<file path="src/rtl/smva_ram.sv">
`timescale 1ns / 1ps
// ----------------------------------------------------------------------------
// smva_ram
// Generic single-write, single-read RAM with registered read data.
// ----------------------------------------------------------------------------
module smva_ram #(
  parameter int WIDTH = 32,
  parameter int DEPTH = 32
) (
  input  logic                     clk,
  input  logic                     we,
  input  logic [$clog2(DEPTH)-1:0] waddr,
  input  logic [WIDTH-1:0]         wdata,
  input  logic [$clog2(DEPTH)-1:0] raddr,
  output logic [WIDTH-1:0]         rdata
);

  logic [WIDTH-1:0] mem [DEPTH];
  logic [WIDTH-1:0] rdata_r;

  always_ff @(posedge clk) begin
    if (we) begin
      mem[waddr] <= wdata;
    end
    rdata_r <= mem[raddr];
  end

  assign rdata = rdata_r;

endmodule

</file>
<file path="config.mk">
export PLATFORM = sky130hd
export DESIGN_NAME = smva_ram
export DESIGN_NICKNAME = d
export VERILOG_FILES = /design/src/rtl/smva_ram.sv
export SDC_FILE = /design/constraint.sdc
export NUM_CORES = 1
export LEC_CHECK = 0
export ABC_CLOCK_PERIOD_IN_PS = 4410
export BUFFER_PORTS_ARGS = -buffer_cell sky130_fd_sc_hd__buf_4
export CORE_MARGIN = 1.5
export CORE_UTILIZATION = 65
export CTS_CLUSTER_SIZE = 10
export DETAILED_ROUTE_END_ITERATION = 6
export PLACE_DENSITY_LB_ADDON = 0.1
export SLEW_MARGIN = 0
export SYNTH_ARGS = -nofsm -noshare
export SYNTH_HDL_FRONTEND = slang
export SYNTH_SLANG_ARGS = --single-unit
</file>
<file path="constraint.sdc">
create_clock -name clk -period 4.41 [get_ports clk]
set_clock_uncertainty 0.15 [all_clocks]
set_input_delay 0.6615 -clock clk [delete_from_list [all_inputs] [get_ports clk]]
set_output_delay 0.6615 -clock clk [all_outputs]
set_load 0.03 [all_outputs]
</file>
# ---- Yosys cells after proc, flatten, opt, wreduce, memory -nomap -nowiden
# Memory sizes are Yosys's and may differ from the RTL's. A register that Yosys moved wholly into a read port is not among the register bits.
# Index checks and enable logic that the tools add are counted.
dict set report op_classes {
  n_mux 2
  addsub 0
  n_eq_ne 0
  bitwise_logic 0
  n_reduce_logical 0
  magnitude_cmp 0
  n_shift 0
  div 0
  multipliers 0
}
# operator n
set ops {}
lappend ops {{$mux 1} 2}
dict set report word_totals {
  rom_bits 0
  mem_count 1
  latch_bits 0
  wordCells 3
  ram_bits 1024
  ff_bits 0
}
# memory depth word_bits rd rd_ports_with_merged_regs write_ports line
set mem_list {}
lappend mem_list {mem 32 32 1 1 1 18} ;# logic [WIDTH-1:0] mem [DEPTH];

# ---- Logic depth before layout (Yosys ltp)
dict set report logic_depth {
  word_depth 2
  mapped_depth 8
}

# ---- Worst setup path after synthesis
# OpenSTA, ideal clock, no wires.
dict set report synth_timing {
  path_type {in2reg}
  startpoint {input waddr[1]}
  endpoint {memory mem[12][0], enable pin}
  n_path_buf 1
  stages 3
  arrival_time_ns 2.674
  slack_ns 1.164
  path_cell_list {or3b_2 clkbuf_1 nor2_1}
}
# item line
set synth_lines {}
lappend synth_lines {{from (decl)} 12} ;# input logic [$clog2(DEPTH)-1:0] waddr,
lappend synth_lines {{to (decl)} 18}
# No word-level cell before the write port.

# ---- Final worst setup path
dict set report layout_timing {
  startpoint {input waddr[0]}
  endpoint {memory mem[26][20], enable pin}
}
# No word-level cell before the write port.

==> results.sh <==
export IMPL_grtUsageTotal_pct=28.21
export IMPL_clock_sink_count=1056
export IMPL_post_synth_top_area_fraction_pct=75.95
export IMPL_dr_total_vias=20880
export IMPL_io_buffers=75
export IMPL_net_count_final=2427
export IMPL_grt_max_degree=96
export IMPL_die_area_sq_um=63790
export IMPL_leading_area_contributor_after_synthesis="sky130_fd_sc_hd__edfxtp_1"
export IMPL_worstHoldPathType="input pin to register"
export IMPL_number_of_flops_mapped_to_enable_cells_by_yosys=1024
export IMPL_rr_worst_depth=5
export IMPL_status="completed"
export IMPL_routed_wl_mm=88.73
export IMPL_synthToLayoutAreaGrowth_pct=12.17
export IMPL_std_cell_rows=91
export IMPL_syn_area_cell_sq_um=17.91
export IMPL_rrSetupSlack_ps=2580
export IMPL_floorplan_die_height_um=252.6
export IMPL_postRouteAntennaNets=0
export IMPL_layout_drive_gt1_share_pct=12.00
export IMPL_tightestPinTransition_ps=1224
export IMPL_synth_fp_nets=2304
export IMPL_timing_max_slew_rel_slack_pct=18.20
export IMPL_worst_skew_pair_late_latency_ps=660
export IMPL_cts_root_buffer_cell="sky130_fd_sc_hd__clkbuf_16"
export IMPL_worst_setup_path_type="input pin to register"
export IMPL_grt_pass1_vias=20900
export IMPL_cts_max_level=3
export IMPL_postSynth_asyncResetShare_pct=0
export IMPL_die_w_um=252.6
export IMPL_startpoint="waddr[0]"
export IMPL_synth_cell_area_sq_um=40490
export IMPL_holdCritStartpoint="wdata[26]"
export IMPL_dp_hpwl_mm=50.96
export IMPL_report_final_slew_viol_count=0
export IMPL_ys_dominant_reg_cell="sky130_fd_sc_hd__edfxtp_1"
export IMPL_cts_hold_repair_buffers=0
export IMPL_grt_antenna_before_repair=0
export IMPL_grt_setup_unrepaired="no"
export IMPL_cts_buffers_inserted=116
export IMPL_timing_rr_start="mem[1][9]"
export IMPL_max_cap_violations=0
export IMPL_timing_final_crit_period_ps=2663
export IMPL_tritoncts="built"
export IMPL_grt_first_pass_wirelength_mm=130.8
export IMPL_post_drt_via_cell_ratio=6.334
export IMPL_netlist_top_cells_count="sky130_fd_sc_hd__edfxtp_1, sky130_fd_sc_hd__mux2i_1, sky130_fd_sc_hd__nand2_1, sky130_fd_sc_hd__nand3_1"
export IMPL_num_antenna_cells=0
export IMPL_critical_path_max_fanout=21
export IMPL_power_density_nw_per_um2=458.0
export IMPL_timing_final_crit_share_pct=60.39
export IMPL_post_cts_repair_setup_buffers=0
export IMPL_timing_fmax_mhz=375.5
export IMPL_yosys_register_bits=1056
export IMPL_final_hold_violation_count=0
export IMPL_yosys_top_cells_area="sky130_fd_sc_hd__edfxtp_1, sky130_fd_sc_hd__mux2i_1, sky130_fd_sc_hd__a22oi_1"
export IMPL_boundaryPins=76
export IMPL_setup_total_negative_slack_ps=0
export IMPL_core_area_sq_um=61600
export IMPL_cts_resized=0
export IMPL_gpl_final_weighted_congestion=0.8486
export IMPL_synth_seq_area_share_pct=77.54
export IMPL_clock_tree_buffer_depth=3
export IMPL_worst_ep_required_time_ps=4610
export IMPL_total_number_of_yosys_warnings=0
export IMPL_worst_hold_path_endpoint="mem[25][26]"
export IMPL_first_iter_violations=2093
export IMPL_worst_setup_path_end_kind="register"
export IMPL_drc=0
export IMPL_initial_core_util_pct=65.72
export IMPL_finalHoldWorstSlack_ps=286.8
export IMPL_finalSetupViolations=0
export IMPL_data_arrival_time_of_the_critical_path_ps=2860
export IMPL_vdd_ir_drop_worst_mv=0.4350
export IMPL_worst_hold_path_depth=1
export IMPL_synth_most_common_cell="sky130_fd_sc_hd__edfxtp_1"
export IMPL_syn_inst=2260
export IMPL_power_static_leakage_nw=15.83
export IMPL_startpoint_type="input pin"
export IMPL_overflow=0
export IMPL_netlist_cell_type_count=25
export IMPL_clock_slew_at_reported_path_ffs_ps=60
export IMPL_wl_per_cell_um=26.92
export IMPL_rr_endpoint="rdata[9]"
export IMPL_firstDrtPassIters=6
## power breakdown
part	total (W)	switching (W)	internal, W
logic	0.00115	0.000787	0.000367
clock network	0.00843	0.00352	0.00491
registers	0.0112	0.0000536	0.0112
total	0.0208	0.00436	0.0164
## state kept, by name, indices dropped and copies added (netlist names)
| name | flops |
|---|---|
| rdata | 32 |
| mem | 1024 |
## worst max-delay path by stage
stage,slack [ps],end
floorplan,1160,mem[12][0]
global placement,1110,mem[26][20]
detailed placement,1050,mem[26][16]
CTS,1730,mem[26][16]
global route,1710,mem[26][15]
finish,1750,mem[26][20]
## layer usage
metal | global-route usage (%) | vias up | routed length (um)
li1 | - | 9214 | -
met1 | 41.64 | 10740 | 37920
met2 | 44.45 | 798 | 42470
met3 | 5.252 | 123 | 6890
met4 | 6.467 | 0 | 1450
met5 | 0 | - | 0
## cells by family after synthesis
| family | count (synthesis) | share of synthesized area, % |
|---|---|---|
| flops | 1056 | 77.53 |
| mux | 512 | 12.66 |
| compound gates | 288 | 4.846 |
| simple gates | 277 | 3.100 |
| buf+inv | 127 | 1.860 |
## per-stage QoR
| step | setup slack [ps] | utilization [%] | area [sq um] | instances | power [W] |
|---|---|---|---|---|---|
| 6_report | 1747 | 73.73 | 45410 | 3296 | 0.02080 |
| 2_1_floorplan | 1164 | - | 40490 | 2260 | 0.01206 |
| 3_5_place_dp | 1049 | 68.44 | 42160 | 3102 | 0.01257 |
| 4_1_cts | 1733 | 73.73 | 45410 | 3296 | 0.02089 |
| 5_1_grt | 1711 | 73.73 | 45410 | 3296 | 0.02134 |
| 3_3_place_gp | 1109 | 68.44 | 42160 | 3102 | 0.01255 |
## layout make-up
| cell class | instances | area [sq um] |
|---|---|---|
| Sequential cell | 1056 | 31390 |
| Clock buffer | 192 | 3231 |
| Fill cell | 3640 | 16180 |
| Multi-Input combinational cell | 1077 | 8610 |
| Clock inverter | 2 | 25.02 |
| Tap cell | 837 | 1047 |
| Timing Repair Buffer | 132 | 1111 |
## critical path, stage by stage
cell and delay [ps]:
sky130_fd_sc_hd__buf_4 120, sky130_fd_sc_hd__nand3b_1 760, sky130_fd_sc_hd__nor2_4 950, sky130_fd_sc_hd__buf_4 340
## cell usage in the layout (no fill, tap or decap), types with 3 or more instances in the layout
cell type	instances
sky130_fd_sc_hd__a21oi_1	96
sky130_fd_sc_hd__a22o_1	64
sky130_fd_sc_hd__a22oi_1	96
sky130_fd_sc_hd__a31oi_1	32
sky130_fd_sc_hd__buf_12	9
sky130_fd_sc_hd__buf_4	122
sky130_fd_sc_hd__clkbuf_1	74
sky130_fd_sc_hd__clkbuf_16	118
sky130_fd_sc_hd__dfxtp_1	32
sky130_fd_sc_hd__edfxtp_1	1024
sky130_fd_sc_hd__mux2i_1	512
sky130_fd_sc_hd__nand2_1	97
sky130_fd_sc_hd__nand3_1	98
sky130_fd_sc_hd__nand3b_1	5
sky130_fd_sc_hd__nor2_4	33
sky130_fd_sc_hd__nor3_1	32
sky130_fd_sc_hd__or3b_2	3
(Power assumes the default switching activity.)
