### src/rtl/smva_pkg.sv
`timescale 1ns / 1ps
// ----------------------------------------------------------------------------
// smva_pkg
// Shared types, codes and arithmetic helpers of the scaled matrix-vector
// accumulate block (signed Q16.16 data, saturating).
// ----------------------------------------------------------------------------
package smva_pkg;

  localparam int DATA_W = 32;
  localparam int PROD_W = 64;
  localparam int TERM_W = 48;
  localparam int CC_W   = 6;

  localparam logic [CC_W-1:0]   CC_RESET   = 6'd16;
  localparam logic [PROD_W-1:0] ROUND_BIAS = 64'd32768;

  typedef enum logic [2:0] {
    FN_MATRIX   = 3'd0,
    FN_SOURCE   = 3'd1,
    FN_INTERACT = 3'd2,
    FN_LSCALE   = 3'd3,
    FN_EMIT     = 3'd4
  } func_e;

  typedef enum logic [3:0] {
    ST_CLEAR,
    ST_IDLE,
    ST_SRC_MUL,
    ST_SRC_WR,
    ST_RUN,
    ST_DRAIN,
    ST_EMIT_MUL,
    ST_EMIT_OUT
  } state_e;

  typedef enum logic [1:0] {
    OP_SRC,
    OP_MAT,
    OP_EMIT
  } op_sel_e;

  typedef enum logic [1:0] {
    BASE_ZERO,
    BASE_ACC,
    BASE_OLD
  } base_sel_e;

  typedef struct packed {
    logic [2:0]               func;
    logic [4:0]               row_index;
    logic [4:0]               col_index;
    logic [6:0]               dest_slot;
    logic signed [DATA_W-1:0] matrix_value;
    logic signed [DATA_W-1:0] multipole_value;
    logic signed [DATA_W-1:0] source_scale_value;
    logic signed [DATA_W-1:0] local_scale_value;
    logic signed [DATA_W-1:0] old_local_value;
  } in_item_t;

  typedef struct packed {
    logic signed [DATA_W-1:0] new_local_value;
    logic [6:0]               out_slot;
    logic [4:0]               out_coeff;
  } out_item_t;

  typedef struct packed {
    logic      mul_en;
    op_sel_e   op_sel;
    base_sel_e base_sel;
    logic      acc_en;
    logic      acc_clr;
    logic      acc_old_load;
    logic      src_we;
    logic      acc_we;
    logic      acc_wzero;
    logic      out_load;
  } ctl_t;

  // q32.32 product to q16.16, round half up
  function automatic logic signed [TERM_W-1:0] round_q(input logic signed [PROD_W-1:0] p);
    logic [PROD_W-1:0] s;
    s = PROD_W'(p) + ROUND_BIAS;
    return TERM_W'(s[PROD_W-1:PROD_W-TERM_W]);
  endfunction

  function automatic logic signed [DATA_W-1:0] sat32(input logic signed [PROD_W-1:0] v);
    logic signed [PROD_W-1:0] hi;
    logic signed [PROD_W-1:0] lo;
    hi = PROD_W'(64'sh0000_0000_7FFF_FFFF);
    lo = PROD_W'(-64'sh0000_0000_8000_0000);
    if (v > hi) begin
      return 32'sh7FFF_FFFF;
    end else if (v < lo) begin
      return 32'sh8000_0000;
    end
    return DATA_W'(v);
  endfunction

endpackage

### src/rtl/smva_mac.sv
`timescale 1ns / 1ps
// ----------------------------------------------------------------------------
// smva_mac
// Shared multiply, round, accumulate and saturate unit.
// ----------------------------------------------------------------------------
module smva_mac #(
  parameter int SUM_W = 53
) (
  input  logic                clk,
  input  smva_pkg::ctl_t      ctl,
  input  logic signed [31:0]  op_a,
  input  logic signed [31:0]  op_b,
  input  logic signed [31:0]  base,
  output logic signed [31:0]  result
);
  import smva_pkg::*;

  logic signed [PROD_W-1:0] prod_r;
  logic signed [TERM_W-1:0] term;
  logic signed [SUM_W-1:0]  sum_r;
  logic signed [SUM_W-1:0]  sum_nxt;
  logic signed [SUM_W:0]    total;

  always_ff @(posedge clk) begin
    if (ctl.mul_en) begin
      prod_r <= op_a * op_b;
    end
    sum_r <= sum_nxt;
  end

  assign term = round_q(prod_r);

  always_comb begin
    if (ctl.acc_clr) begin
      sum_nxt = '0;
    end else if (ctl.acc_en) begin
      sum_nxt = SUM_W'(sum_r + SUM_W'(term));
    end else begin
      sum_nxt = sum_r;
    end
  end

  assign total  = (SUM_W+1)'(base) + (SUM_W+1)'(sum_r) + (SUM_W+1)'(term);
  assign result = sat32(PROD_W'(total));

endmodule

### config.mk
export PLATFORM = sky130hd
export DESIGN_NAME = smva_mac
export DESIGN_NICKNAME = d
export VERILOG_FILES = /design/src/rtl/smva_pkg.sv /design/src/rtl/smva_mac.sv
export SDC_FILE = /design/constraint.sdc
export NUM_CORES = 2
export LEC_CHECK = 0
export BUFFER_PORTS_ARGS = -buffer_cell sky130_fd_sc_hd__buf_2
export CORE_ASPECT_RATIO = 1.75
export CORE_MARGIN = 3
export CORE_UTILIZATION = 65
export DETAILED_ROUTE_END_ITERATION = 8
export HOLD_SLACK_MARGIN = 0.03
export MAX_ROUTING_LAYER = met4
export PLACE_DENSITY = 0.92
export SYNTH_ARGS = -nofsm -noshare
export SYNTH_HDL_FRONTEND = slang
export SYNTH_SLANG_ARGS = --single-unit
export TNS_END_PERCENT = 100
### constraint.sdc
create_clock -name clk -period 28.6 [get_ports clk]
set_input_delay 5.72 -clock clk [delete_from_list [all_inputs] [get_ports clk]]
set_output_delay 5.72 -clock clk [all_outputs]
set_load 0.05 [all_outputs]
# Word level (Yosys, flattened, before mapping)
# Index checks and enable logic that the tools add are counted.
# totals
inputBits	109
reg_bits	117
word_cells	14
output_inout_bits	32
# op_classes
n_mul	1
n_mux	5
add_sub_neg	4
magnitude_cmp	2
# op_table
op	count
two-way mux 32 bit	3
adder 64 x 16 -> 64 bit (second input constant)	1
multiplier 32 x 32 -> 64 bit	1
adder 32 x 53 -> 54 bit	1
adder 54 x 48 -> 54 bit	1
greater-than comparator 54 x 32 -> 1 bit (second input constant)	1
< comparator 54 x 32 -> 1 bit (second input constant)	1
adder 53 x 48 -> 53 bit	1
two-way mux 1 bit	2

# Longest topological paths before layout
# logic_depth
word_depth	6
depth_mapped	31
mapped_depth_nobuf	30

# Worst setup path after synthesis
# OpenSTA, ideal clock, no wires.
# synth_timing
kind	in2out
startpoint	in base[31]
endpoint	out result[24]
arrival_ns	11.217
required_ns	22.880
n_path_buf	2
slack_ns	11.663
stages	19
cell_sequence	inv_1 -> fa_1 -> inv_1 -> ha_1 -> clkbuf_1 -> a21o_1 -> a21o_1 -> a21oi_2 -> o211ai_1 -> o21bai_1 -> a221o_1 -> o211ai_1 -> nand2_1 -> or4_1 -> and3_1 -> nor2_1 -> a41oi_1 -> clkbuf_1 -> o21ai_0
# synth_via
elab_chain_len	6
elab_cells_between_ends	8
classes_between	add/sub (2); order compare (2); mux (4)
# synth_lines
item	line_no	text
from (decl)	smva_mac.sv:13	input logic signed [31:0] base,
adder 32 x 53 -> 54 bit (*)	smva_mac.sv:43	assign total = (SUM_W+1)'(base) + (SUM_W+1)'(sum_r) + (SUM_W+1)'(term);
adder 54 x 48 -> 54 bit (*)	smva_mac.sv:43	
< comparator 54 x 32 -> 1 bit	smva_pkg.sv:93	end else if (v < lo) begin
two-way mux 1 bit	smva_pkg.sv:93	
two-way mux 1 bit	smva_pkg.sv:91	if (v > hi) begin
two-way mux 32 bit (*)	smva_pkg.sv:96	return DATA_W'(v);
to (decl)	smva_mac.sv:14	output logic signed [31:0] result
# Mark *: on every way between the ends. The rest lies on a longest branch, timed or not.

# Worst setup path in the final report
# layout_timing
startpoint	in base[1]
endpoint	out result[5]
# The elaborated chain is that of the path after synthesis.

==> metrics.txt <==
# TYPE chip_impl_metric gauge
chip_impl_metric{name="initial_core_util",unit="%"} 65.9
chip_impl_metric{name="worst-r2r-cell-count",unit=""} 20
chip_impl_metric{name="total_negative_setup_slack",unit="ns"} 0
chip_impl_info{name="netlist.top_cell.by_area",value="fa_1"} 1
chip_impl_info{name="critical_path.reg2reg.endpoint",value="sum_r[46]"} 1
chip_impl_metric{name="drc",unit=""} 0
chip_impl_metric{name="initial_antenna_violation_count",unit=""} 9
chip_impl_metric{name="routed_wl",unit="microns"} 127000
chip_impl_info{name="worst-setup-path-type",value="input port to output pin"} 1
chip_impl_info{name="tritoncts",value="yes"} 1
chip_impl_info{name="min_path_type",value="register to register"} 1
chip_impl_metric{name="final-instance-count-excl-fill",unit=""} 6024
chip_impl_metric{name="timing.fmax",unit="GHz"} 0.0590
chip_impl_metric{name="post_route_cells_drive_above_1_share",unit="%"} 3.57
chip_impl_metric{name="number_of_global_route_vias_before_repair",unit=""} 42200
chip_impl_metric{name="postCtsSetupBuffers",unit=""} 0
chip_impl_metric{name="postSynth.asyncResetShare",unit="%"} 0
chip_impl_metric{name="layout.cell_area.non_filler",unit="sq um"} 48300
chip_impl_metric{name="reg2reg_slack",unit="ns"} 22.42
chip_impl_metric{name="maxSlewHeadroom",unit="%"} 25.0
chip_impl_metric{name="clk-insertion-delay-late",unit="ns"} 0.38
chip_impl_metric{name="grtUsageTotal",unit="%"} 35.7
chip_impl_metric{name="post-synth-top-area-fraction",unit="%"} 48.5
chip_impl_metric{name="synthDistinctLibCells",unit=""} 76
chip_impl_info{name="ys_top_cells_by_count",value="inv_1 (1216), fa_1 (1136), nand2_1 (553), and2_1 (524), ha_1 (285)"} 1
chip_impl_metric{name="hold_violations",unit=""} 0
chip_impl_metric{name="synth.net_count",unit=""} 6697
chip_impl_metric{name="synth_area",unit="sq um"} 46900
chip_impl_metric{name="dpl_worst_slack",unit="ns"} 11.82
chip_impl_metric{name="worst_endpoint_required_time",unit="ns"} 22.88
chip_impl_metric{name="ios",unit=""} 141
chip_impl_metric{name="tightest_slew",unit="ns"} 1.12
chip_impl_metric{name="timing.final.crit_period",unit="ns"} 16.95
chip_impl_metric{name="die_area",unit="sq um"} 75600
chip_impl_metric{name="finalWorstSetupSlack",unit="ns"} 11.65
chip_impl_info{name="critPathLaunchType",value="input port"} 1
chip_impl_metric{name="synth_seq_area_share",unit="%"} 5.40
chip_impl_metric{name="die_height",unit="microns"} 361
chip_impl_metric{name="crit_path_max_fanout",unit=""} 31
chip_impl_metric{name="post_synth_inst_count",unit=""} 5167
chip_impl_metric{name="slew_viol_final",unit=""} 0
chip_impl_metric{name="globalRoute.totalOverflow",unit=""} 0
chip_impl_metric{name="sinks_on_the_clock_net",unit=""} 102
chip_impl_metric{name="cp_data_arrival_time",unit="ns"} 11.23
chip_impl_metric{name="report.final.setup_viol",unit=""} 0
chip_impl_metric{name="maxCapViolCount",unit=""} 0
chip_impl_metric{name="yosys_warnings",unit=""} 0
chip_impl_metric{name="cts.htree.levels",unit=""} 3
chip_impl_info{name="status",value="complete, no violations"} 1
chip_impl_metric{name="max-clock-path-buffers",unit=""} 2
chip_impl_metric{name="synth-edff-count",unit=""} 49
chip_impl_metric{name="ys_seq_elements",unit=""} 102
chip_impl_metric{name="numPlacedInstances",unit=""} 5996
chip_impl_metric{name="post_drt_via_cell_ratio",unit=""} 6.07
chip_impl_info{name="r2r_start",value="prod_r[17]"} 1
chip_impl_metric{name="maximum_number_of_pins_on_one_net_before_global_route_repair",unit=""} 64
chip_impl_info{name="yosysMostFrequentCell",value="inv_1"} 1
chip_impl_metric{name="drt-pass1-iter-count",unit=""} 7
chip_impl_metric{name="drt_first_iter_violations",unit=""} 2705
chip_impl_metric{name="cts_hold_buffers",unit=""} 0
chip_impl_metric{name="route.vias.total",unit=""} 36500
chip_impl_info{name="timing.critical_path.from",value="base[1]"} 1
chip_impl_metric{name="cts.repair.resized",unit=""} 0
chip_impl_info{name="setup_repair_after_global_routing_missed_its_margin",value="no"} 1
chip_impl_info{name="clock_tree.root_cell",value="clkbuf_16"} 1
chip_impl_metric{name="placed_area",unit="sq um"} 48000
chip_impl_metric{name="timing.clock.skew",unit="ns"} 0.0150
chip_impl_metric{name="layout.filler_cells",unit=""} 5052
chip_impl_metric{name="number_of_buffers_inserted_during_clock_tree_synthesis",unit=""} 9
chip_impl_metric{name="drt.antenna.violating_nets",unit=""} 0
chip_impl_info{name="endpoint",value="result[5]"} 1
chip_impl_metric{name="port-buffer-count",unit=""} 131
chip_impl_metric{name="min_period_over_period",unit="%"} 59.3
chip_impl_info{name="end_kind",value="output pin"} 1
chip_impl_metric{name="seq_area",unit="sq um"} 2530
chip_impl_metric{name="post-dp-hpwl",unit="microns"} 100000
chip_impl_metric{name="synth_area_per_cell",unit="sq um"} 9.08
chip_impl_metric{name="clk_pin_slew_worst_setup_hold_paths",unit="ns"} 0.07
chip_impl_metric{name="globalplace.congestion",unit=""} 0.948
chip_impl_metric{name="die_width",unit="microns"} 209
chip_impl_metric{name="wire_per_inst",unit="microns"} 21.1
chip_impl_metric{name="coreArea",unit="sq um"} 71200
chip_impl_metric{name="multi_input_combinational_cell_area",unit="sq um"} 39000
chip_impl_metric{name="finish.net_count",unit=""} 6620
chip_impl_metric{name="std_cell_rows",unit=""} 129
chip_impl_metric{name="grt_first_pass_wirelength",unit="microns"} 206000
chip_impl_metric{name="area.growth.synth_to_final",unit="%"} 2.94
chip_impl_info{name="synth_flop_cell",value="dfxtp_1"} 1
chip_impl_info{name="synth_top_cells_by_area",value="fa_1 (48%), inv_1 (9.7%), ha_1 (7.6%)"} 1
cell families (layout without fill, tap and decap cells):
| kind of cell | Yosys count | after routing | synth area share [%] |
|---|---|---|---|
| simple gates | 1480 | 1480 | 15.8 |
| fa+ha+maj | 1421 | 1421 | 56.1 |
| mux | 42 | 42 | 0.899 |
| xor+xnor | 195 | 195 | 3.64 |
| buf+inv | 1451 | 1379 | 11.6 |
| compound gates | 476 | 476 | 6.55 |
| other cells | 0 | 12 | 0 |
| flops | 102 | 102 | 5.40 |
routing by layer:
layer | track usage [%] | up-vias | share of wire, %
met2 | 61.0 | 2345 | 51
li1 | - | 15200 | -
met3 | 6.99 | 978 | 8.9
met1 | 35.5 | 18000 | 30
met5 | - | - | 0
met4 | 27.7 | 0 | 9.9
worst max-delay path, stage by stage:
cell and delay, ns:
buf_2 0.08, inv_1 0.04, fa_1 0.52, inv_1 0.04
ha_1 0.22, fa_1 0.42, a21o_1 0.21, a21o_1 0.21
a31oi_1 0.37, o21ai_0 0.21, a21oi_1 0.59, o31ai_1 0.25
a31oi_1 0.24, xor2_1 0.24, nand4_1 0.13, a2111oi_0 0.42
nand4_1 0.24, o41ai_4 0.37, buf_4 0.31, o21ai_0 0.13
buf_2 0.23
how the worst min path moves through the flow:
stage	end	cells after the start	slack [ns]	from
floorplan	sum_r[18]	2	0.48	sum_r[18]
global placement	sum_r[40]	2	0.49	sum_r[40]
detailed placement	sum_r[2]	2	0.51	sum_r[2]
CTS	sum_r[2]	2	0.52	sum_r[2]
global route	sum_r[18]	2	0.54	sum_r[18]
finish	sum_r[2]	2	0.52	sum_r[2]
through the flow:
stage                     hold WS [ns]  utilization [%]
after floorplan                  0.479                -
after global placement           0.489             67.4
after detailed placement         0.505             67.4
after CTS                        0.515             67.8
after global routing             0.544             67.8
final                            0.515             67.9
cells in the final DEF (no fill, tap or decap), drive strengths merged, types with 36 or more instances in the layout:
master and instances:
xnor2 112, buf 146, and3 36, a21oi 129
edfxtp 49, nor2 173, nand3 45, xor2 83
inv 1217, nand2 553, and2 524, fa 1136
ha 285, dfxtp 53, mux2i 41, a21o 81
o21ai 105
state kept, by name, summed over array words and instances, names as in the netlist:
register and count:
prod_r 49, sum_r 53
area by class of cell:
type	count	area share [%]
Multi-Input combinational cell	3614	80.7
Inverter	1217	9.46
Sequential cell	102	5.24
Tap cell	917	2.38
Timing Repair Buffer	146	1.59
Clock buffer	13	0.583
Antenna cell	12	0.0622
Clock inverter	3	0.0363
Power is left out: the tool's default activity adds up to more than one toggle a clock period on the data nets, which glitch-free logic cannot reach.
