$ cat config.mk
export PLATFORM = sky130hd
export DESIGN_NAME = smva_seq
export DESIGN_NICKNAME = d
export VERILOG_FILES = /design/src/rtl/smva_pkg.sv /design/src/rtl/smva_seq.sv
export SDC_FILE = /design/constraint.sdc
export NUM_CORES = 1
export LEC_CHECK = 0
export ABC_AREA = 0
export BUFFER_PORTS_ARGS = -buffer_cell sky130_fd_sc_hd__buf_2
export CAP_MARGIN = 20
export CORE_AREA = 2 2 99 101
export CTS_CLUSTER_SIZE = 14
export DETAILED_ROUTE_END_ITERATION = 8
export DIE_AREA = 0 0 101 103
export GPL_TIMING_DRIVEN = 0
export MAX_ROUTING_LAYER = met4
export PLACE_DENSITY = 0.67
export REMOVE_ABC_BUFFERS = 1
export SYNTH_ARGS = -nofsm -noshare
export SYNTH_HDL_FRONTEND = slang
export SYNTH_SLANG_ARGS = --single-unit
$ cat constraint.sdc
create_clock -name clk -period 3.39 [get_ports clk]
set_input_delay 0.678 -clock clk [delete_from_list [all_inputs] [get_ports clk]]
set_output_delay 0.678 -clock clk [all_outputs]
set_load 0.02 [all_outputs]
$ cat src/rtl/smva_pkg.sv
`timescale 1ns / 1ps
// ----------------------------------------------------------------------------
// smva_pkg
// Shared types, codes and arithmetic helpers of the scaled matrix-vector
// accumulate block (signed Q16.16 data, saturating).
// ----------------------------------------------------------------------------
package smva_pkg;

  localparam int DATA_W = 32;
  localparam int PROD_W = 64;
  localparam int TERM_W = 48;
  localparam int CC_W   = 6;

  localparam logic [CC_W-1:0]   CC_RESET   = 6'd16;
  localparam logic [PROD_W-1:0] ROUND_BIAS = 64'd32768;

  typedef enum logic [2:0] {
    FN_MATRIX   = 3'd0,
    FN_SOURCE   = 3'd1,
    FN_INTERACT = 3'd2,
    FN_LSCALE   = 3'd3,
    FN_EMIT     = 3'd4
  } func_e;

  typedef enum logic [3:0] {
    ST_CLEAR,
    ST_IDLE,
    ST_SRC_MUL,
    ST_SRC_WR,
    ST_RUN,
    ST_DRAIN,
    ST_EMIT_MUL,
    ST_EMIT_OUT
  } state_e;

  typedef enum logic [1:0] {
    OP_SRC,
    OP_MAT,
    OP_EMIT
  } op_sel_e;

  typedef enum logic [1:0] {
    BASE_ZERO,
    BASE_ACC,
    BASE_OLD
  } base_sel_e;

  typedef struct packed {
    logic [2:0]               func;
    logic [4:0]               row_index;
    logic [4:0]               col_index;
    logic [6:0]               dest_slot;
    logic signed [DATA_W-1:0] matrix_value;
    logic signed [DATA_W-1:0] multipole_value;
    logic signed [DATA_W-1:0] source_scale_value;
    logic signed [DATA_W-1:0] local_scale_value;
    logic signed [DATA_W-1:0] old_local_value;
  } in_item_t;

  typedef struct packed {
    logic signed [DATA_W-1:0] new_local_value;
    logic [6:0]               out_slot;
    logic [4:0]               out_coeff;
  } out_item_t;

  typedef struct packed {
    logic      mul_en;
    op_sel_e   op_sel;
    base_sel_e base_sel;
    logic      acc_en;
    logic      acc_clr;
    logic      acc_old_load;
    logic      src_we;
    logic      acc_we;
    logic      acc_wzero;
    logic      out_load;
  } ctl_t;

  // q32.32 product to q16.16, round half up
  function automatic logic signed [TERM_W-1:0] round_q(input logic signed [PROD_W-1:0] p);
    logic [PROD_W-1:0] s;
    s = PROD_W'(p) + ROUND_BIAS;
    return TERM_W'(s[PROD_W-1:PROD_W-TERM_W]);
  endfunction

  function automatic logic signed [DATA_W-1:0] sat32(input logic signed [PROD_W-1:0] v);
    logic signed [PROD_W-1:0] hi;
    logic signed [PROD_W-1:0] lo;
    hi = PROD_W'(64'sh0000_0000_7FFF_FFFF);
    lo = PROD_W'(-64'sh0000_0000_8000_0000);
    if (v > hi) begin
      return 32'sh7FFF_FFFF;
    end else if (v < lo) begin
      return 32'sh8000_0000;
    end
    return DATA_W'(v);
  endfunction

endpackage

$ cat src/rtl/smva_seq.sv
`timescale 1ns / 1ps
// ----------------------------------------------------------------------------
// smva_seq
// Sequencer: clearing pass, command decode, interaction loop counters and
// the control pipeline that drives the shared mac unit and the memories.
// ----------------------------------------------------------------------------
module smva_seq #(
  parameter int MAX_COEFFS  = 32,
  parameter int MAX_TARGETS = 128,
  parameter int CIW         = 5,
  parameter int TW          = 7
) (
  input  logic                   clk,
  input  logic                   rst_n,
  input  logic                   start,
  input  smva_pkg::in_item_t     in_data,
  input  logic [5:0]             coeff_count,
  output logic                   busy,
  output smva_pkg::ctl_t         ctl,
  output logic [2*CIW-1:0]       mat_raddr,
  output logic [CIW-1:0]         src_raddr,
  output logic [CIW-1:0]         src_waddr,
  output logic [CIW-1:0]         ls_raddr,
  output logic [TW+CIW-1:0]      acc_raddr,
  output logic [TW+CIW-1:0]      acc_waddr
);
  import smva_pkg::*;

  state_e              state_r, state_nxt;
  logic [CIW-1:0]      a_r, a_nxt;
  logic [CIW-1:0]      b_r, b_nxt;
  logic [TW+CIW-1:0]   clr_r, clr_nxt;
  logic [TW-1:0]       slot_r;
  logic [CIW-1:0]      alpha_r;
  logic [CIW-1:0]      beta_r;
  logic [CIW-1:0]      n_m1;
  logic                v1_r, last1_r, fin1_r;
  logic                v2_r, last2_r, fin2_r;
  logic [CIW-1:0]      b1_r, b2_r;
  logic                issue_v, issue_last, issue_fin;
  logic                accept;
  logic                alpha_ok, beta_ok, slot_ok;

  assign accept   = start && !busy;
  assign busy     = (state_r != ST_IDLE);
  assign alpha_ok = int'(in_data.row_index) < MAX_COEFFS;
  assign beta_ok  = int'(in_data.col_index) < MAX_COEFFS;
  assign slot_ok  = int'(in_data.dest_slot) < MAX_TARGETS;

  always_comb begin
    if (coeff_count == '0) begin
      n_m1 = '0;
    end else if (int'(coeff_count) > MAX_COEFFS) begin
      n_m1 = CIW'(MAX_COEFFS - 1);
    end else begin
      n_m1 = CIW'(coeff_count - 6'd1);
    end
  end

  assign issue_v    = (state_r == ST_RUN);
  assign issue_last = (a_r == n_m1);
  assign issue_fin  = issue_last && (b_r == n_m1);

  // next state
  always_comb begin
    state_nxt = state_r;
    unique case (state_r)
      ST_CLEAR: begin
        if (clr_r == '1) state_nxt = ST_IDLE;
      end
      ST_IDLE: begin
        if (start) begin
          unique case (in_data.func)
            FN_SOURCE:   if (alpha_ok) state_nxt = ST_SRC_MUL;
            FN_INTERACT: if (slot_ok) state_nxt = ST_RUN;
            FN_EMIT:     if (slot_ok && beta_ok) state_nxt = ST_EMIT_MUL;
            default:     state_nxt = ST_IDLE;
          endcase
        end
      end
      ST_SRC_MUL:  state_nxt = ST_SRC_WR;
      ST_SRC_WR:   state_nxt = ST_IDLE;
      ST_RUN: begin
        if (issue_fin) state_nxt = ST_DRAIN;
      end
      ST_DRAIN: begin
        if (v2_r && fin2_r) state_nxt = ST_IDLE;
      end
      ST_EMIT_MUL: state_nxt = ST_EMIT_OUT;
      ST_EMIT_OUT: state_nxt = ST_IDLE;
      default:     state_nxt = ST_IDLE;
    endcase
  end

  // counters
  always_comb begin
    a_nxt   = a_r;
    b_nxt   = b_r;
    clr_nxt = clr_r;
    if (state_r == ST_CLEAR) begin
      clr_nxt = clr_r + 1'b1;
    end
    if (accept) begin
      a_nxt = '0;
      b_nxt = '0;
    end else if (issue_v) begin
      if (issue_last) begin
        a_nxt = '0;
        b_nxt = b_r + 1'b1;
      end else begin
        a_nxt = a_r + 1'b1;
      end
    end
  end

  always_ff @(posedge clk) begin
    if (!rst_n) begin
      state_r <= ST_CLEAR;
      clr_r   <= '0;
      v1_r    <= 1'b0;
      v2_r    <= 1'b0;
    end else begin
      state_r <= state_nxt;
      clr_r   <= clr_nxt;
      v1_r    <= issue_v;
      v2_r    <= v1_r;
    end
  end

  always_ff @(posedge clk) begin
    a_r     <= a_nxt;
    b_r     <= b_nxt;
    last1_r <= issue_last;
    fin1_r  <= issue_fin;
    b1_r    <= b_r;
    last2_r <= last1_r;
    fin2_r  <= fin1_r;
    b2_r    <= b1_r;
    if (accept) begin
      slot_r  <= TW'(in_data.dest_slot);
      alpha_r <= CIW'(in_data.row_index);
      beta_r  <= CIW'(in_data.col_index);
    end
  end

  // outputs
  always_comb begin
    ctl          = '0;
    ctl.op_sel   = OP_MAT;
    ctl.base_sel = BASE_ZERO;
    mat_raddr    = {a_r, b_r};
    src_raddr    = a_r;
    src_waddr    = alpha_r;
    ls_raddr     = CIW'(in_data.col_index);
    acc_raddr    = {TW'(in_data.dest_slot), CIW'(in_data.col_index)};
    acc_waddr    = {slot_r, b2_r};
    unique case (state_r)
      ST_CLEAR: begin
        ctl.acc_we    = 1'b1;
        ctl.acc_wzero = 1'b1;
        ctl.acc_clr   = 1'b1;
        acc_waddr     = clr_r;
      end
      ST_IDLE: begin
        ctl.acc_clr = 1'b1;
      end
      ST_SRC_MUL: begin
        ctl.mul_en = 1'b1;
        ctl.op_sel = OP_SRC;
      end
      ST_SRC_WR: begin
        ctl.src_we = 1'b1;
      end
      ST_RUN, ST_DRAIN: begin
        acc_raddr        = {slot_r, b_r};
        ctl.mul_en       = v1_r;
        ctl.acc_old_load = v1_r && last1_r;
        ctl.base_sel     = BASE_ACC;
        ctl.acc_en       = v2_r && !last2_r;
        ctl.acc_clr      = v2_r && last2_r;
        ctl.acc_we       = v2_r && last2_r;
      end
      ST_EMIT_MUL: begin
        ctl.mul_en    = 1'b1;
        ctl.op_sel    = OP_EMIT;
        ctl.acc_we    = 1'b1;
        ctl.acc_wzero = 1'b1;
        acc_waddr     = {slot_r, beta_r};
      end
      ST_EMIT_OUT: begin
        ctl.base_sel = BASE_OLD;
        ctl.out_load = 1'b1;
      end
      default: begin
        ctl.acc_clr = 1'b1;
      end
    endcase
  end

endmodule

* After elaboration in Yosys (flattened, before gate mapping)
Cells that the tools add are included.
** Operators by class
- Multipliers :: 0
- Equality and inequality tests :: 18
- Muxes and demuxes :: 21
- Div/mod/pow operators :: 0
- Shift operators :: 0
- $lt $le $gt $ge :: 1
- Bitwise operators :: 0
- Reduce and logical (&&, ||, !) cells :: 16
- Add/sub/neg operators :: 4
** Operator list (count)
- 12-bit case mux with 2 select lines :: 1
- 4-bit case mux with 6 select lines :: 1
- 4-bit by 3-bit == test with 1-bit output (second input constant) :: 4
- 4-bit two-way mux :: 4
- 5-bit two-way mux :: 3
- 12-bit by 1-bit adder with 12-bit output (second input constant) :: 1
- 12-bit == test (second input constant) :: 1
- 12-bit two-way mux :: 1
- 5-bit by 1-bit adder with 5-bit output (second input constant) :: 2
- 5-bit == test :: 2
- 3-bit case mux with 3 select lines :: 1
- 4-bit by 2-bit == test with 1-bit output (second input constant) :: 2
- 2-bit case mux with 2 select lines :: 2
- 6-bit > comparator (second input constant) :: 1
- 1-bit logical AND :: 6
- 6-bit zero test :: 1
- 2-bit inequality test (second input constant) :: 3
- 1-bit case mux with 2 select lines :: 3
- 2-bit OR reduction :: 3
- 1-bit two-way mux :: 5
- 5-bit by 1-bit subtractor with 5-bit output (second input constant) :: 1
- 4-bit by 1-bit == test with 1-bit output (second input constant) :: 1
- 4-bit zero test :: 1
- 4-bit by 1-bit inequality test with 1-bit output (second input constant) :: 1
- other kinds (8) :: 9
** Storage, ports and cells
- Word-level logic and storage cells :: 75
- Latch bits :: 0
- Memories :: 0
- RAM bits :: 0
- Memory bits (read-only) :: 0
- Bits in registers :: 59
- Output and inout bits :: 62

* Depth between registers and ports, before layout
Gate-level depths: netlist of the first run.
- Word-level depth :: 7
- Depth in mapped cells :: 10
- Gate-level depth less buffers :: 9

* Worst setup path after synthesis of the first run
OpenSTA, ideal clock, no wires.
- Path kind :: input to register
- Start :: input coeff_count[0]
- End :: register b_r[0]
- Path buffers :: 1
- Stages :: 10
- Data arrival time :: 2.899 ns
- Required time :: 3.269 ns
- Path slack :: 0.369 ns
- Path through :: buf_2 -> inv_1 -> ha_1 -> or4b_1 -> a21oi_1 -> a21oi_1 -> o311a_1 -> nor4_4 -> and2_4 -> mux2_4
** Between the ends
- Word-level cells in the longest chain between the ends :: 5
- Elaborated cells on any way between the ends :: 7
- Classes of those cells :: add/sub (1); order compare (1); eq/ne (1); mux (2); reduce/logical (2)
** RTL lines
- from (decl) :: RTL line smva_seq.sv:17 : input logic [5:0] coeff_count,
- 5-bit by 1-bit subtractor with 5-bit output / 6-bit > comparator (equally long branches) :: RTL line smva_seq.sv:56, smva_seq.sv:53
- 5-bit two-way mux :: RTL line smva_seq.sv:53 : end else if (int'(coeff_count) > MAX_COEFFS) begin
- 5-bit two-way mux * :: RTL line smva_seq.sv:51 : if (coeff_count == '0) begin
- 5-bit == test * :: RTL line smva_seq.sv:61 : assign issue_last = (a_r == n_m1);
- net issue_last :: RTL line smva_seq.sv:40 : logic issue_v, issue_last, issue_fin;
- 2-bit AND reduction (no source line) *
- to (signal assigned) :: RTL line smva_seq.sv:132 : b_r <= b_nxt;
- to (decl) :: RTL line smva_seq.sv:31 : logic [CIW-1:0] b_r, b_nxt;
Mark *: on every way through the listed nets, which the timed path passes. The rest lies on a longest branch.
A chain may end at the register's enable or synchronous reset.

==> results of run 1 <==
layer usage:
layer / vias up / wire [um] / share of wire (%)
met3: 9 / 427 / 6.1
met2: 74 / 3235 / 46
li1: 1268 / - / -
met4: 0 / 79 / 1.1
met1: 1123 / 3222 / 46
met5: - / 0 / 0
worst reg2reg max path, cell delays in order, from the launching register on:
cell     delay (ns)
dfxtp_1        0.55
nand2_1        0.50
nor2_1         0.68
and2_4         0.30
mux2_4         0.30
sequential cells by signal, indices dropped and copies added (netlist names):
| register | count |
|---|---|
| b1_r | 5 |
| b2_r | 5 |
| b_r | 5 |
| beta_r | 5 |
| clr_r | 12 |
| fin1_r | 1 |
| fin2_r | 1 |
| last1_r | 1 |
| last2_r | 1 |
| slot_r | 7 |
| src_raddr | 5 |
| src_waddr | 5 |
| state_r | 3 |
| v1_r | 1 |
| v2_r | 1 |
final timing paths:
path,start,endpoint,slack [ns],depth (start not counted)
worst min register to register,b1_r[2],b2_r[2],0.33,0
worst max register to register,state_r[2],b_r[0],0.96,4
worst min-delay path,b1_r[2],b2_r[2],0.33,0
worst max-delay path,state_r[2],ctl[6],0.33,5
area by class of cell:
| cell class | instances | area, um2 |
|---|---|---|
| Clock buffer | 13 | 148.9 |
| Timing Repair Buffer | 91 | 461.7 |
| Clock inverter | 3 | 40.04 |
| Inverter | 11 | 41.29 |
| Tap cell | 114 | 142.6 |
| Sequential cell | 58 | 1331 |
| Fill cell | 948 | 5843 |
| Multi-Input combinational cell | 231 | 1450 |
per-stage QoR:
stage | setup WS, ns | utilization, % | total power, mW | instances
6_report | 0.3347 | 38.23 | 1.463 | 521
5_1_grt | 0.1314 | 38.23 | 1.525 | 521
4_1_cts | 0.3018 | 38.23 | 1.480 | 521
3_5_place_dp | 0.06014 | 36.23 | 0.8679 | 505
3_3_place_gp | -0.2823 | 36.06 | 0.8649 | 504
2_1_floorplan | 0.3923 | - | 0.8087 | 300
cells in the mapped netlist (5+ instances only):
cell	number	area share, %
mux2_2	7	2.7
dfxtp_1	41	28
nand2_1	63	8.0
inv_1	11	1.4
a22oi_1	6	1.5
nand3_1	13	2.2
a21oi_1	12	2.0
nor2_1	19	2.4
clkbuf_1	10	1.3
and3_1	10	2.1
xor2_1	7	2.1
o21ai_0	10	1.7
mux2i_1	6	2.0
and2_1	13	2.8
edfxtp_1	17	17
ha_1	5	2.1
xnor2_1	12	3.6
buf_4	10	2.5
cells by family (layout without fill, tap and decap cells):
logic type | Yosys count | count (layout)
AND/OR/NAND/NOR | 146 | 146
multiplexers | 14 | 14
buffers and inverters | 34 | 118
adder cells (fa/ha/maj) | 8 | 8
XOR/XNOR | 19 | 19
AO/OA/AOI/OAI | 44 | 44
flip-flops | 58 | 58
where the power goes:
| group | switching [mW] | internal [mW] | total, mW |
|---|---|---|---|
| logic | 0.0760 | 0.0523 | 0.128 |
| registers | 0.00512 | 0.719 | 0.724 |
| clock network | 0.253 | 0.358 | 0.611 |
==> results.md, run 1 <==
* Result of the run: finished clean
* Delay of the slowest critical-path stage at 0.58 ns
* Bufs and invs on worst path at 2
* Cell area reported after detailed placement at 3427 um2
* Final number of max-transition violations at 0
* Fraction of met3 tracks used by global routing at 4.678%
* Most common cell after layout, fill and taps aside: buf_2
* CP startpoint kind: flip-flop
* Count of antenna diodes in the layout at 0
* DR vias at 2474
* Cell family with the largest share of critical-path delay: buffers and inverters
* Vias per Instance at 4.749
* Per-cell routed wire length at 13.37 um
* Most congested layer reported by global routing: met2
* P&R area growth vs syn at 22.56%
* Register area share after synthesis at 45.12%
* Drt drc at 0
* Fraction of met1 tracks used by global routing at 17.96%
* Setup Crit Path Kind: reg -> out
* Mux contribution to synthesized area at 5.216%
* Initial antenna violation count at 0
* Crit path DAT at 2.38 ns
* Clock slew at reported path FFs at 0.06 ns
* Layout cells sized above 1 at 29.24%
* Largest net degree at the start of global routing at 24
* Share of flip-flops with an asynchronous set or reset at 0%
* Via count of the first global-routing pass at 2209
* Routing usage on met2 at 20.46%
* Cell count after synthesis at 323
* Post-synthesis share of cell area spent on full adders, half adders and majority gates at 3.138%
* Post-synthesis register bit count at 58
* Fin Clk Skew at 0.003348 ns
* Simple-Gate Fraction of Synth Area at 25.02%
* Commonest cells after routing, fill and taps aside: buf_2 (90), nand2_1 (63), dfxtp_1 (41), nor2_1 (19), edfxtp_1 (17)
* Total track usage at 13.86%
* Distinct cell type count after synthesis at 51
* Crit. End Element: output pin
* Layout net count at 596
* Hold-fix buffers at CTS at 0
* Final clock period utilization by the worst path at 90.13%
* Lkg Pwr at 1.651 nW
* Master cell of the clock root buffer: clkbuf_8
* Cell Pwr Density at 404.6 nW/um2
* RePlAce Congestion at 0.8325
* DIE WIDTH at 101 um
* Global-route wire length before repair at 10.81 mm
* Number of buffers added by the clock tree synthesis step at 9
* Total wirelength of the detailed-routed design at 6.964 mm
* CTS H-Tree Depth at 3
* CTS tree: done
* Avg Synthesized Cell Area at 9.134 um2
* Starting DRT DRC Count at 88
* Standard cell with the maximum stage delay on the critical path: inv_1
* Unrepaired setup endpoints after global routing: no
* Aggregate global routing overflow at 0
* Peak ir drop on the vdd network at 172.9 uV
* Class of the worst hold path: reg -> reg
* CP required at 2.71 ns
* Initial DRT Pass Iterations at 4
* Cell chain of the critical path: nand2_1 -> inv_1 -> nand2_1 -> nor2_1 -> buf_2
* Post-synthesis xor/xnor area fraction at 5.640%
* Max-cap violation count at 0
* Site row count at 36
* Number of gates resized after cts at 0
* Largest family of logic cells by synthesized area: simple AND/OR/NAND/NOR gates
* Final Hold Viols at 0
* Maximum achievable frequency at 327.3 MHz
* Cell occurring most often along the worst timing path: nand2_1
* Chip Height at 103 um
* Remaining max-slew budget at the tightest pin at 44.82%
* Detail Route Antenna Nets at 0
* Insertion delay to the later sink of the worst-skew pair at 0.33 ns
* Full die area at 10400 um2
* Total setup buffers inserted after CTS at 0
* Leading register cell type out of synthesis: dfxtp_1
* Buffer levels on the longest clock path at 2
* Final critical delay including setup and external delays at 3.055 ns
* Initial core utilization at 31.19%
* Combined area of all synthesized cells at 2950 um2
* Half-perimeter wire length after detailed placement at 5.268 mm
* Number of flops mapped to enable cells by yosys at 17
* # port buffers at 90
* Final total negative setup slack at 0 ns
* Clock sinks at 58
* Worst slew pin tran at 0.8268 ns
* Worst-path maximum fanout at 18
* Floorplan core area at 9459 um2
* Compound-Gate Fraction of Synth Area at 9.966%
* Cell area after layout at 3616 um2
* Post-Route Hold Slack at 0.3266 ns
* IO Count at 251
* Count of yosys warnings during synthesis at 0
* Setup-violating endpoint count in the final report at 0
No activity file was read; power rests on OpenSTA's default activity.
==> run 2: changes to the inputs <==
==> constraint.sdc (replaced) <==
create_clock -name clk -period 3.39 [get_ports clk]
set_input_delay 0.1695 -clock clk [delete_from_list [all_inputs] [get_ports clk]]
set_output_delay 0.1695 -clock clk [all_outputs]
set_load 0.02 [all_outputs]
==> run 2 against run 1 <==
Against the previous run: utilization grew 0.42 points; combinational power grew 3%; sequential share of layout area shrank 0.40 points; power grew 0.22%; critical endpoint unchanged; largest cell class unchanged.
==> results.md, run 2 (synthesized netlist as in run 1, its figures left out) <==
* Buffer levels on the longest clock path at 2 (unchanged)
* Max reg flops at 12 (unchanged)
* Multi-input gate area at 1450 um2 (unchanged)
* Worst-case register-to-register setup slack at 0.94 ns (was 0.96 ns)
* CP startpoint kind: flip-flop (unchanged)
* Worst slew pin tran at 0.8284 ns (was 0.8268 ns)
* Count of antenna diodes in the layout at 0 (unchanged)
* Setup-violating endpoint count in the final report at 0 (unchanged)
* Final number of max-transition violations at 0 (unchanged)
* Standard cell with the maximum stage delay on the critical path: inv_1 (unchanged)
* Number of buffers added by the clock tree synthesis step at 9 (unchanged)
* Unrepaired setup endpoints after global routing: no (unchanged)
* Fraction of met3 tracks used by global routing at 4.678% (unchanged)
* Cell area reported after detailed placement at 3427 um2 (unchanged)
* Count of filler cells inserted in the layout at 948 (unchanged)
* Biggest register: clr_r (unchanged)
* Drt drc at 0 (unchanged)
* Crit path DAT at 2.38 ns (about the same)
* Maximum achievable frequency at 392.4 MHz (was 327.3 MHz)
* Peak ir drop on the vdd network at 171.4 uV (was 172.9 uV)
* FF+latch area at 1331 um2 (unchanged)
* Chip Height at 103 um (unchanged)
* Aggregate global routing overflow at 0 (unchanged)
* Half-perimeter wire length after detailed placement at 5.268 mm (unchanged)
* Most congested layer reported by global routing: met2 (unchanged)
* Per-cell routed wire length at 13.32 um (was 13.37 um)
* IO Count at 251 (unchanged)
* Worst-path maximum fanout at 18 (unchanged)
* DIE WIDTH at 101 um (unchanged)
* Full die area at 10400 um2 (unchanged)
* Initial DRT Pass Iterations at 4 (unchanged)
* Floorplan core area at 9459 um2 (unchanged)
* Result of the run: finished clean (unchanged)
* Commonest cells after routing, fill and taps aside: buf_2 (90), nand2_1 (63), dfxtp_1 (41), nor2_1 (19), edfxtp_1 (17) (unchanged)
* Fin Clk Skew at 0.003865 ns (was 0.003348 ns)
* Cell occurring most often along the worst timing path: nand2_1 (unchanged)
* Clock slew at reported path FFs at 0.06 ns (about the same)
* Master cell of the clock root buffer: clkbuf_8 (unchanged)
* Crit. End Element: output pin (unchanged)
* Total wirelength of the detailed-routed design at 6.991 mm (was 6.964 mm)
* # port buffers at 90 (unchanged)
* Global-route wire length before repair at 10.81 mm (unchanged)
* Remaining max-slew budget at the tightest pin at 44.72% (was 44.82%)
* Final total negative setup slack at 0 ns (unchanged)
* Routing usage on met2 at 20.46% (unchanged)
* Max-cap violation count at 0 (unchanged)
* Setup Crit Path Kind: reg -> out (unchanged)
* Site row count at 36 (unchanged)
* Biggest regs: clr_r: 12 flops, slot_r: 7 flops (unchanged)
* Cell Pwr Density at 401.0 nW/um2 (was 404.6 nW/um2)
* CTS H-Tree Depth at 3 (unchanged)
* Total setup buffers inserted after CTS at 0 (unchanged)
* Final critical delay including setup and external delays at 2.549 ns (was 3.055 ns)
* CP required at 3.22 ns (was 2.71 ns)
* Initial antenna violation count at 0 (unchanged)
* Vias per Instance at 4.741 (was 4.749)
* DR vias at 2489 (was 2474)
* P&R area growth vs syn at 23.92% (was 22.56%)
* Insertion delay to the later sink of the worst-skew pair at 0.33 ns (about the same)
* Final Hold Viols at 0 (unchanged)
* Starting DRT DRC Count at 79 (was 88)
* RePlAce Congestion at 0.8325 (unchanged)
* Initial core utilization at 31.19% (unchanged)
* Clock sinks at 58 (unchanged)
* Detail Route Antenna Nets at 0 (unchanged)
* Total track usage at 13.86% (unchanged)
* Class of the worst hold path: in -> reg (was reg -> reg)
* Cell area after layout at 3656 um2 (was 3616 um2)
* Layout net count at 600 (was 596)
* Most common cell after layout, fill and taps aside: buf_2 (unchanged)
* Largest net degree at the start of global routing at 24 (unchanged)
* Final clock period utilization by the worst path at 75.18% (was 90.13%)
* Lkg Pwr at 1.668 nW (was 1.651 nW)
* Via count of the first global-routing pass at 2204 (was 2209)
* Cell chain of the critical path: nand2_1 -> inv_1 -> nand2_1 -> nor2_1 -> buf_2 (unchanged)
* CTS tree: done (unchanged)
* Layout cells sized above 1 at 28.95% (was 29.24%)
* Fraction of met1 tracks used by global routing at 17.96% (unchanged)
* Delay of the slowest critical-path stage at 0.57 ns (was 0.58 ns)
## run 2: final timing paths
kind	start	to	cells past startpoint
max	state_r[2]	ctl[6]	5
min	in_data[173]	src_waddr[1]	1
max reg2reg	state_r[2]	b_r[0]	4
min reg2reg	b1_r[2]	b2_r[2]	0
## run 2: worst max-delay path: cells and delay by family (launching register included)
kind / cells / cell delay (ns)
simple gates: 3 / 0.73
buf+inv: 2 / 0.75
flops: 1 / 0.55
## run 2: routing by layer
metal / part of all wire, % / vias to the layer above
met5: 0 / -
met4: 1.1 / 0
met3: 5.8 / 8
met2: 47 / 72
met1: 46 / 1135
li1: - / 1274
## run 2: per-stage QoR
step	hold WS, ns	util, %	cells	worst slack (ns)	total power [mW]
after global placement	0.3112	36.06	504	0.07392	0.8649
after floorplan	0.2684	-	300	0.6711	0.8087
after detailed placement	0.3121	36.23	505	0.5686	0.8679
after CTS	0.0006730	38.55	524	0.8103	1.483
final	0.01887	38.65	525	0.8415	1.466
after global routing	0.005653	38.65	525	0.6399	1.529
## run 2: where the power goes
group / total [mW] / leakage (nW) / internal, mW / switching (mW)
Combinational: 0.132 / 1.09 / 0.0553 / 0.0766
Clock: 0.610 / 0.0974 / 0.358 / 0.252
Sequential: 0.724 / 0.484 / 0.719 / 0.00503
Total: 1.47 / 1.67 / 1.13 / 0.334
## run 2: cell type report
| cell class | instances | area share [%] |
|---|---|---|
| clock buffers | 13 | 4.073 |
| clock inverters | 3 | 1.095 |
| inverters | 11 | 1.129 |
| multi-input cells | 231 | 39.66 |
| flip-flops and latches | 58 | 36.41 |
| well taps | 114 | 3.901 |
| repair buffers | 95 | 13.72 |
## run 2: what timing repair did
item                       in CTS  in global routing
hold buffers                    3                  1
gates resized for setup         0                  0
hold endpoints to repair        3                  1
setup endpoints to repair       0                  0
==> run 3: changes to the inputs <==
--- a/config.mk
+++ b/config.mk
@@ -5,16 +5,16 @@
 export SDC_FILE = /design/constraint.sdc
 export NUM_CORES = 1
 export LEC_CHECK = 0
-export ABC_AREA = 0
+export ABC_AREA = 1
 export BUFFER_PORTS_ARGS = -buffer_cell sky130_fd_sc_hd__buf_2
 export CAP_MARGIN = 20
-export CORE_AREA = 2 2 99 101
+export CORE_AREA = 2 2 97 99
 export CTS_CLUSTER_SIZE = 14
 export DETAILED_ROUTE_END_ITERATION = 8
-export DIE_AREA = 0 0 101 103
+export DIE_AREA = 0 0 99 101
 export GPL_TIMING_DRIVEN = 0
 export MAX_ROUTING_LAYER = met4
-export PLACE_DENSITY = 0.67
+export PLACE_DENSITY = 0.7
 export REMOVE_ABC_BUFFERS = 1
 export SYNTH_ARGS = -nofsm -noshare
 export SYNTH_HDL_FRONTEND = slang
==> constraint.sdc (replaced) <==
create_clock -name clk -period 2.7 [get_ports clk]
set_input_delay 0.135 -clock clk [delete_from_list [all_inputs] [get_ports clk]]
set_output_delay 0.135 -clock clk [all_outputs]
set_load 0.02 [all_outputs]
==> run 3 against run 2 <==
Against the previous run: flip-flop and latch count stayed put; cell area is 3.4% higher; power is 90% higher; count of clock-buffer cells in the layout is 2 lower; worst hold slack better by 0.0047 ns; sequential share of layout area is 1.2 points lower; utilization is 3.5 points higher; critical path depth is 2 higher; largest power group unchanged; highest routed layer unchanged.
==> results.md, run 3 <==
* Number of cells traversed by the worst hold path at 1 (unchanged)
* Chip Height at 101 um (was 103 um)
* Ranking of synthesized cells by instance count: nand2_1 (101), inv_1 (46), dfxtp_1 (41) (was nand2_1 (63), dfxtp_1 (41), nor2_1 (19))
* Worst-case register-to-register setup slack at 0.39 ns (was 0.94 ns)
* Avg Synthesized Cell Area at 7.767 um2 (was 9.134 um2)
* Ranking of synthesized cells by area: dfxtp_1 (28%), edfxtp_1 (17%), nand2_1 (13%), inv_1 (5.9%), nor2_1 (4.0%) (was dfxtp_1 (28%), edfxtp_1 (17%), nand2_1 (8.0%), xnor2_1 (3.6%), and2_1 (2.8%))
* Post-synthesis share of cell area spent on full adders, half adders and majority gates at 2.142% (was 3.138%)
* Post-synthesis xor/xnor area fraction at 2.099% (was 5.640%)
* Most common cell in the netlist: nand2_1 (unchanged)
* P&R area growth vs syn at 29.48% (was 23.92%)
* CP required at 2.57 ns (was 3.22 ns)
* Via count of the first global-routing pass at 2533 (was 2204)
* Pre-CTS worst setup slack at 0.1032 ns (was 0.5686 ns)
* Share of power burned in registers at 39.6% (was 49.4%)
* Biggest regs: clr_r: 12 flops, slot_r: 7 flops (unchanged)
* Global-route wire length before repair at 12.09 mm (was 10.81 mm)
* Starting DRT DRC Count at 126 (was 79)
* Cell Pwr Density at 738.5 nW/um2 (was 401.0 nW/um2)
* Crit path DAT at 2.20 ns (was 2.38 ns)
* Start point of the worst min-delay path: in_data[168] (was in_data[173])
* Final critical delay including setup and external delays at 2.333 ns
* Remaining max-slew budget at the tightest pin at 45.13% (was 44.72%)
* Maximum achievable frequency at 428.6 MHz
* Initial core utilization at 32.53% (was 31.19%)
* Area share of the largest cell type after synthesis at 28.11% (was 27.82%)
* Setup Crit Path Kind: reg -> out (unchanged)
* Max-cap violation count at 0 (unchanged)
* Total track usage at 15.76% (was 13.86%)
* Max reg flops at 12 (unchanged)
* Post-synthesis register bit count at 58 (unchanged)
* CTS tree: done (unchanged)
* Detail Route Antenna Nets at 0 (unchanged)
* Clock slew at reported path FFs at 0.06 ns (about the same)
* Endpoint of the worst register-to-register path: clr_r[11] (was b_r[0])
* Leading register cell type out of synthesis: dfxtp_1 (unchanged)
* Result of the run: finished clean (unchanged)
* Total wirelength of the detailed-routed design at 7.651 mm (was 6.991 mm)
* Share of flip-flops with an asynchronous set or reset at 0% (unchanged)
* Vias per Instance at 4.658 (was 4.741)
* Setup-violating endpoint count in the final report at 0 (unchanged)
* Drt drc at 0 (unchanged)
* Total setup buffers inserted after CTS at 0 (unchanged)
* Insertion delay to the later sink of the worst-skew pair at 0.34 ns (was 0.33 ns)
* Largest net degree at the start of global routing at 24 (unchanged)
* Biggest register: clr_r (unchanged)
* Worst Slack Setup Final at 0.3671 ns (was 0.8415 ns)
* Commonest cells after routing, fill and taps aside: nand2_1 (101), buf_2 (90), inv_1 (46), dfxtp_1 (41), nor2_1 (30) (was buf_2 (90), nand2_1 (63), dfxtp_1 (41), nor2_1 (19), edfxtp_1 (17))
* Combined area of all synthesized cells at 2920 um2 (was 2950 um2)
* Startpoint of the worst register-to-register path: state_r[2] (unchanged)
* Buffer levels on the longest clock path at 2 (unchanged)
* Post-layout utilization of the core at 42.12% (was 38.65%)
* Number of buffers added by the clock tree synthesis step at 9 (unchanged)
* Clock sinks at 58 (unchanged)
* Post-synthesis cell type with the largest combined area: dfxtp_1 (unchanged)
* Aggregate global routing overflow at 0 (unchanged)
* Initial antenna violation count at 0 (unchanged)
* CP startpoint kind: flip-flop (unchanged)
* Peak ir drop on the vdd network at 461.1 uV (was 171.4 uV)
* Initial DRT Pass Iterations at 4 (unchanged)
* Site row count at 35 (was 36)
* DIE WIDTH at 99 um (was 101 um)
* Cell count after synthesis at 376 (was 323)
* DR vias at 2748 (was 2489)
* IO Count at 251 (unchanged)
* Worst Hold End: beta_r[1] (was src_waddr[1])
* Switching Share at 32.91% (was 22.79%)
* CTS H-Tree Depth at 3 (unchanged)
* FF+latch area at 1331 um2 (unchanged)
* Worst-path maximum fanout at 23 (was 18)
* Half-perimeter wire length after detailed placement at 5.682 mm (was 5.268 mm)
* Register area share after synthesis at 45.59% (was 45.12%)
* Compound-Gate Fraction of Synth Area at 9.683% (was 9.966%)
* Number of flops mapped to enable cells by yosys at 17 (unchanged)
* Crit. End Element: output pin (unchanged)
* Count of yosys warnings during synthesis at 0 (unchanged)
* Count of antenna diodes in the layout at 0 (unchanged)
* Layout net count at 668 (was 600)
* Final Hold Viols at 0 (unchanged)
* Internal Power at 1.873 mW (was 1.132 mW)
* Mux contribution to synthesized area at 0% (was 5.216%)
* Simple-Gate Fraction of Synth Area at 30.46% (was 25.02%)
* Per-cell routed wire length at 12.97 um (was 13.32 um)
* Layout cells sized above 1 at 26.51% (was 28.95%)
* RePlAce Congestion at 0.8857 (was 0.8325)
* Final number of max-transition violations at 0 (unchanged)
* Worst slew pin tran at 0.8222 ns (was 0.8284 ns)
* Final total negative setup slack at 0 ns (unchanged)
* Distinct cell type count after synthesis at 40 (was 51)
* Most common cell after layout, fill and taps aside: nand2_1 (was buf_2)
* Count of filler cells inserted in the layout at 913 (was 948)
* Multi-input gate area at 1299 um2 (was 1450 um2)
* Final clock period utilization by the worst path at 86.40%
* Class of the worst hold path: in -> reg (unchanged)
* Switching component of the power at 919.0 uW (was 334.1 uW)
* Unrepaired setup endpoints after global routing: no (unchanged)
* Relative contribution of combinational cells to total power at 25.2% (was 9.0%)
* Fin Clk Skew at 0.01392 ns (was 0.003865 ns)
* Largest family of logic cells by synthesized area: simple AND/OR/NAND/NOR gates (unchanged)
* Full die area at 9999 um2 (was 10400 um2)
* # port buffers at 90 (unchanged)
* Worst-case reg-to-reg path depth at 10 (was 4)
* Lkg Pwr at 1.809 nW (was 1.668 nW)
* Portion of total power attributed to the clock network at 35.2% (was 41.6%)
* Master cell of the clock root buffer: clkbuf_8 (unchanged)
* Floorplan core area at 8977 um2 (was 9459 um2)
-- run 3: changes by cell type after synthesis, sizes merged, moves of 8 or more --
cell   previous run  this run
nand2            63       110
inv              11        48
nor2             19        36
and2             15         0
nand3            13        26
o21ai            11        23
xnor2            12         1
and3             10         0
mux2              8         0
-- run 3: critical path, cell delays in order, from the launching register on --
cell and delay (ns):
dfxtp_1 0.36, inv_2 0.14, nand2_1 0.09, nor2_2 0.27
inv_1 0.38, nor2_2 0.26, a221o_1 0.18, buf_2 0.17
-- run 3: worst max path at each step --
| stage | slack, ns | start | end |
|---|---|---|---|
| after floorplan | 0.35 | state_r[2] | acc_raddr[0] |
| after global placement | 0.01 | state_r[2] | acc_raddr[0] |
| after detailed placement | 0.10 | state_r[2] | acc_raddr[0] |
| after CTS | 0.03 | state_r[2] | acc_raddr[0] |
| after global routing | 0.05 | state_r[1] | clr_r[11] |
| final | 0.37 | state_r[2] | acc_waddr[0] |
-- run 3: through the flow --
step / instance area (um2) / power, mW / std cells / hold WS [ns]
5_1_grt: 3781 / 2.929 / 590 / 0.005726
3_3_place_gp: 3405 / 1.794 / 561 / 0.3114
4_1_cts: 3769 / 2.809 / 589 / 0.005032
2_1_floorplan: 2815 / 1.548 / 360 / 0.2326
3_5_place_dp: 3405 / 1.813 / 561 / 0.3121
6_report: 3781 / 2.792 / 590 / 0.02359
-- run 3: power groups by stage --
stage / combinational (mW) / clock, mW / sequential, mW
floorplan: 0.366 / 0 / 1.18
global placement: 0.674 / 0 / 1.12
detailed placement: 0.689 / 0 / 1.12
CTS: 0.707 / 0.998 / 1.10
global route: 0.773 / 1.03 / 1.12
finish: 0.704 / 0.983 / 1.10
-- run 3: cell families (layout without fill, tap and decap cells) --
group	after synthesis	count (layout)
simple gates	190	190
flops	58	58
fa+ha+maj	5	5
compound gates	50	50
xor+xnor	7	7
buf+inv	66	169
-- run 3: repair_timing --
action	CTS	global route
hold buffers	12	1
gates resized for setup	1	1
endpoints found under the setup margin	13	13
hold endpoints to repair	12	1
-- run 3: area by class of cell --
type	count	share of cell area, %
clock inverter	5	2.680
timing repair buffer	103	15.35
tap	111	3.673
sequential	58	35.21
multi-input combinational	252	34.35
clock buffer	11	3.739
inverter	50	4.997
-- run 3: per-layer routing --
metal,track usage [%],routed length [um],vias up
met5,-,0,-
met1,18.64,3297,1257
met4,4.320,104,0
met3,5.340,485,12
li1,-,-,1400
met2,25.73,3764,79
